[config.mk]
export PLATFORM = sky130hd
export DESIGN_NAME = wcrc_rx
export DESIGN_NICKNAME = d
export VERILOG_FILES = /design/src/sv/wcrc_pkg.sv /design/src/sv/wcrc_rx.sv
export SDC_FILE = /design/constraint.sdc
export NUM_CORES = 1
export LEC_CHECK = 0
export ABC_AREA = 0
export BUFFER_PORTS_ARGS = -buffer_cell sky130_fd_sc_hd__buf_2
export CORE_MARGIN = 1
export CORE_UTILIZATION = 50
export CTS_BUF_LIST = sky130_fd_sc_hd__clkbuf_4 sky130_fd_sc_hd__clkbuf_8
export DETAILED_ROUTE_END_ITERATION = 8
export PLACE_DENSITY = 0.76
export RECOVER_POWER = 100
export SLEW_MARGIN = 15
export SYNTH_ARGS = -nofsm -noshare
export SYNTH_HDL_FRONTEND = slang
export SYNTH_SLANG_ARGS = --single-unit
[constraint.sdc]
create_clock -name clk -period 13.8 [get_ports clk]
set_input_delay 1.38 -clock clk [delete_from_list [all_inputs] [get_ports clk]]
set_output_delay 1.38 -clock clk [all_outputs]
set_load 0.02 [all_outputs]
[src/sv/wcrc_pkg.sv]
`timescale 1ns / 1ps
`default_nettype none
// Shared types, codes and the CRC-8 byte update for the word framer and checker.
package wcrc_pkg;

    typedef enum logic [1:0] {
        KIND_RX   = 2'd0,
        KIND_CMD  = 2'd1,
        KIND_ARG  = 2'd2,
        KIND_NONE = 2'd3
    } kind_t;

    typedef enum logic [1:0] {
        POS_HIGH = 2'd0,
        POS_LOW  = 2'd1,
        POS_CRC  = 2'd2
    } rx_pos_t;

    localparam logic [1:0] CFG_POLY  = 2'd0;
    localparam logic [1:0] CFG_INIT  = 2'd1;
    localparam logic [1:0] CFG_WORDS = 2'd2;

    localparam logic [7:0] POLY_RESET  = 8'h31;
    localparam logic [7:0] INIT_RESET  = 8'hFF;
    localparam logic [4:0] WORDS_RESET = 5'd1;

    localparam int TX_LAST_CMD = 1;
    localparam int TX_LAST_ARG = 2;

    typedef struct packed {
        logic        valid;
        logic [15:0] word;
        logic        word_ok;
        logic        crc_err;
        logic        last;
    } rx_result_t;

    function automatic logic [7:0] crc_feed(input logic [7:0] crc_in,
                                            input logic [7:0] data,
                                            input logic [7:0] poly);
        logic [7:0] c;
        c = crc_in ^ data;
        for (int k = 0; k < 8; k++) begin
            c = c[7] ? ({c[6:0], 1'b0} ^ poly) : {c[6:0], 1'b0};
        end
        return c;
    endfunction

endpackage
`default_nettype wire

[src/sv/wcrc_rx.sv]
`timescale 1ns / 1ps
`default_nettype none
// Receive side: triple tracking, CRC check and frame word counting.
module wcrc_rx
    import wcrc_pkg::*;
#(
    parameter int MAX_WORDS = 16
)(
    input  wire logic        clk,
    input  wire logic        rst_n,
    input  wire logic        commit,
    input  wire logic [7:0]  rx_byte,
    input  wire logic        frame_start,
    input  wire logic [7:0]  crc_polynomial,
    input  wire logic [7:0]  crc_initial,
    input  wire logic [4:0]  words_expected,
    output rx_result_t       res
);

    localparam int CNT_W = $clog2(MAX_WORDS + 1);
    localparam int LIM_W = (CNT_W > 5) ? CNT_W : 5;

    rx_pos_t            pos_reg, pos_next, pos_eff;
    logic [CNT_W-1:0]   cnt_reg, cnt_next, cnt_eff, cnt_inc, limit;
    logic               failed_reg, failed_next, failed_eff;
    logic [7:0]         high_reg, low_reg;
    logic [7:0]         partial_reg;
    logic [LIM_W-1:0]   we_ext, lim_full;
    logic [7:0]         crc_calc;
    logic               blocked, match;

    always_comb
    begin
        we_ext = LIM_W'(words_expected);
        if (we_ext == '0)
        begin
            lim_full = LIM_W'(1);
        end
        else if (we_ext > LIM_W'(MAX_WORDS))
        begin
            lim_full = LIM_W'(MAX_WORDS);
        end
        else
        begin
            lim_full = we_ext;
        end
        limit = lim_full[CNT_W-1:0];
    end

    always_comb
    begin
        pos_eff     = frame_start ? POS_HIGH : pos_reg;
        cnt_eff     = frame_start ? '0 : cnt_reg;
        failed_eff  = frame_start ? 1'b0 : failed_reg;
        blocked     = failed_eff || (cnt_eff >= limit);
        crc_calc    = crc_feed(partial_reg, low_reg, crc_polynomial);
        match       = (crc_calc == rx_byte);
        cnt_inc     = cnt_eff + CNT_W'(1);

        res.valid   = !blocked && (pos_eff == POS_CRC);
        res.word    = match ? {high_reg, low_reg} : 16'h0000;
        res.word_ok = match;
        res.crc_err = !match;
        res.last    = match && (cnt_inc >= limit);

        pos_next    = pos_eff;
        if (!blocked)
        begin
            unique case (pos_eff)
                POS_HIGH: pos_next = POS_LOW;
                POS_LOW:  pos_next = POS_CRC;
                POS_CRC:  pos_next = POS_HIGH;
                default:  pos_next = POS_HIGH;
            endcase
        end
        cnt_next    = (res.valid && match) ? cnt_inc : cnt_eff;
        failed_next = failed_eff || (res.valid && !match);
    end

    always_ff @(posedge clk or negedge rst_n)
    begin
        if (!rst_n)
        begin
            pos_reg    <= POS_HIGH;
            cnt_reg    <= '0;
            failed_reg <= 1'b0;
            high_reg   <= 8'h00;
            low_reg    <= 8'h00;
        end
        else if (commit)
        begin
            pos_reg    <= pos_next;
            cnt_reg    <= cnt_next;
            failed_reg <= failed_next;
            if (!blocked && pos_eff == POS_HIGH)
            begin
                high_reg <= rx_byte;
            end
            if (!blocked && pos_eff == POS_LOW)
            begin
                low_reg <= rx_byte;
            end
        end
    end

    // track the CRC over the stored high byte under the current settings
    always_ff @(posedge clk)
    begin
        partial_reg <= crc_feed(crc_initial, high_reg, crc_polynomial);
    end

    a_cnt_bounded: assert property (@(posedge clk) disable iff (!rst_n)
        cnt_reg <= CNT_W'(MAX_WORDS))
        else $error("word count past frame maximum");

    a_no_count_after_fail: assert property (@(posedge clk) disable iff (!rst_n)
        failed_reg && !(commit && frame_start) |=> cnt_reg == $past(cnt_reg))
        else $error("word counted after CRC failure");

    a_pos_legal: assert property (@(posedge clk) disable iff (!rst_n)
        pos_reg == POS_HIGH || pos_reg == POS_LOW || pos_reg == POS_CRC)
        else $error("triple position out of range");

endmodule
`default_nettype wire

==> out/qor.yml <==
status:
  outcome: "complete, but fails checks"
  violations: "max-capacitance violations, max-slew violations"
setup_path:
  cp_top_family: "compound AO/OA/AOI/OAI gates"
  cpMostUsedCell: "and2_0"
  crit_buf_inv: 3
  crit_required_ns: 12.42
  cp.arrival_ns: 9.59
  cpMaxStageDelayCell: "clkbuf_1"
  worstPathCellList: "clkbuf_1, inv_1, o21ai_0, and2_0, a211oi_1, a311oi_1, xor2_1, nor4_4, nor2_1, and3_1, a211oi_4, xnor3_1, or4_4, a31oi_1, and2_0, nor2b_1, buf_2"
  start_kind: "input pin"
  crit_type: "input pin to output port"
  end_kind: "output port"
  slowest_delay_ns: 1.42
  cp_max_fo: 49
sta:
  clock_skew_ns: 0.00681
  rsz0062_at_grt: "false"
  setup_violations: 0
  setup_tns_ns: 0
  relSlewSlack_pct: -34.5
  drv_slew: 74
  tightest_slew_ns: 2.02
  max_freq_mhz: 91.1
  hold_viol_final: 0
  finalCritPeriodShare_pct: 79.5
  final.min_clock_period_ns: 10.97
drt:
  wl_per_cell_um: 18.4
  drt_wl_total_mm: 13.6
  drcViolationCount: 0
  drtPass1Iterations: 5
  vias: 4647
  viasPerCell: 6.30
  postRouteAntennaNets: 0
  drt-initial-drc-count: 320
global_route:
  antenna_found_initial: 0
  met3_usage_pct: 4.75
  use_met2_pct: 47.8
  grt_max_degree: 50
  overflow: 0
  busiest_layer: "met2"
  grt.met1_usage_pct: 38.4
  grt_usage_pct: 28.9
  grt_pass1_wl_mm: 22.6
  grt_pass1_vias: 4556
logic_synthesis:
  syn-cell-area_mm2: 0.00467
  syn-mean-instance-area_um2: 7.72
  syn_inst: 605
  seq_area_frac_synth_pct: 16.3
  async_flop_share_pct: 75.0
  synth_nets: 649
  ys_warn_count: 0
  synth-main-ff-cell: "dfrtp_1"
  ys_ff_latch: 32
  synth_edf_count: 0
  ys_types: 85
clocking:
  cts_setup_buffers: 0
  cts.sinks: 32
  clock_path_buffers: 2
  numCtsBuffers: 5
  h-tree-depth: 2
  clk_pin_slew_ns: 0.06
  cts_tree: "yes"
  cts-resized-gates: 0
  clockRootBuffer: "clkbuf_8"
  clock_latency_ns: 0.29
  hold_buffers: 0
job:
  drv_cap: 2
placed_design:
  dp_cells: 730
  portBuffers: 52
  place.detailed.hpwl_mm: 10.2
  place.gp.congestion: 0.999
  dpl_cell_area_mm2: 0.00491
layout:
  final_core_util_pct: 56.1
  synthToLayoutAreaGrowth_pct: 6.67
  final_cells: 738
  num_antenna_cells: 0
  final_common_cell: "nand2_1"
  drive_gt1_share_pct: 13.5
  final_cell_mix: "104 x nand2_1, 78 x xnor2_1, 38 x nor2_1"
  nets: 673
  stdcell_area_mm2: 0.00498
floorplan:
  core-area_mm2: 0.00889
  num_io_pins: 53
  die_w_um: 98.7
  die_h_um: 98.7
  num_rows: 34
  start_util_pct: 52.5
  die-area_mm2: 0.00973
hold_path:
  hold_path.class: "flip-flop to flip-flop"
cells by family (layout without fill, tap and decap cells):
group	count (synthesis)	after routing	share of synthesized area [%]
multiplexers	26	26	6.13
AND/OR/NAND/NOR	252	252	26.3
XOR/XNOR	110	110	22.6
AO/OA/AOI/OAI	123	123	21.1
buffers and inverters	51	76	4.69
adder cells (fa/ha/maj)	11	11	2.95
flip-flops	32	32	16.3
routing by layer:
layer  vias up  wire (µm)
met5         -          0
met4         0        329
met3        33       1110
met2       232       6290
met1      2171       5860
li1       2211          -
stage by stage:
stage	hold slack, ns	setup slack [ns]
after floorplan	0.450	7.05
after global placement	0.478	5.31
after detailed placement	0.495	5.02
after CTS	0.512	4.99
after global routing	0.531	2.26
final	0.506	2.83
synthesized netlist by cell type, types with 3 or more instances:
cell type	count	area share, %
clkbuf_1	29	2.3
a31oi_1	3	0.40
a211oi_1	5	0.80
nor3b_1	3	0.48
o22ai_1	4	0.54
nand3_1	20	2.1
a21oi_1	12	1.3
xnor2_1	78	15
and2_1	9	1.2
ha_1	11	2.9
nor3_1	17	1.8
a32oi_1	9	1.7
nor2b_1	9	1.2
a221oi_1	4	0.75
o211ai_1	9	1.4
o31ai_1	4	0.64
nor4_1	5	0.67
or2_2	3	0.40
o2111ai_1	3	0.56
mux2i_1	5	1.1
inv_1	15	1.2
xor2_1	24	4.5
nor2_1	38	3.1
buf_4	3	0.48
dfxtp_1	8	3.4
and3_1	18	2.4
o21ai_0	25	2.7
o221ai_1	3	0.56
xnor3_1	5	2.4
dfrtp_1	24	13
or3_1	3	0.40
nand2_1	104	8.4
nand4_1	4	0.54
nand2b_1	4	0.54
mux2_2	20	4.8
path summary, 6_finish.rpt:
check	slack, ns	startpoint	cells past startpoint	to
setup / recovery	2.83	crc_polynomial[7]	17	res[0]
hold reg to reg	0.51	failed_reg	2	failed_reg
hold / removal	0.51	failed_reg	2	failed_reg
min in group asynchronous	1.35	rst_n	1	cnt_reg[0]
max in group asynchronous	11.68	rst_n	1	high_reg[4]
setup reg to reg	7.14	low_reg[6]	15	cnt_reg[4]
final cells by class:
cell class	instances	area, µm²
clock buffers	6	76.3
inverters	16	60.1
well taps	108	135
multi-input cells	522	3680
flip-flops and latches	32	761
clock inverters	2	35.0
fillers	838	3910
repair buffers	52	234
worst register-to-register path, stage by stage (launching register included):
cell      delay (ns)
dfrtp_1         0.44
xnor2_1         0.60
o21ai_0         0.36
o211ai_1        0.32
mux2i_1         0.14
a311oi_1        0.60
xor2_1          0.27
nor4_4          0.33
nor2_1          0.21
and3_1          0.25
a211oi_4        0.31
xnor3_1         0.38
or4_4           0.48
a31oi_1         1.19
nand3_2         0.27
mux2_1          0.40
Power is not shown: default switching activity piles up to over one toggle a cycle in this logic, so the estimate is an artifact.
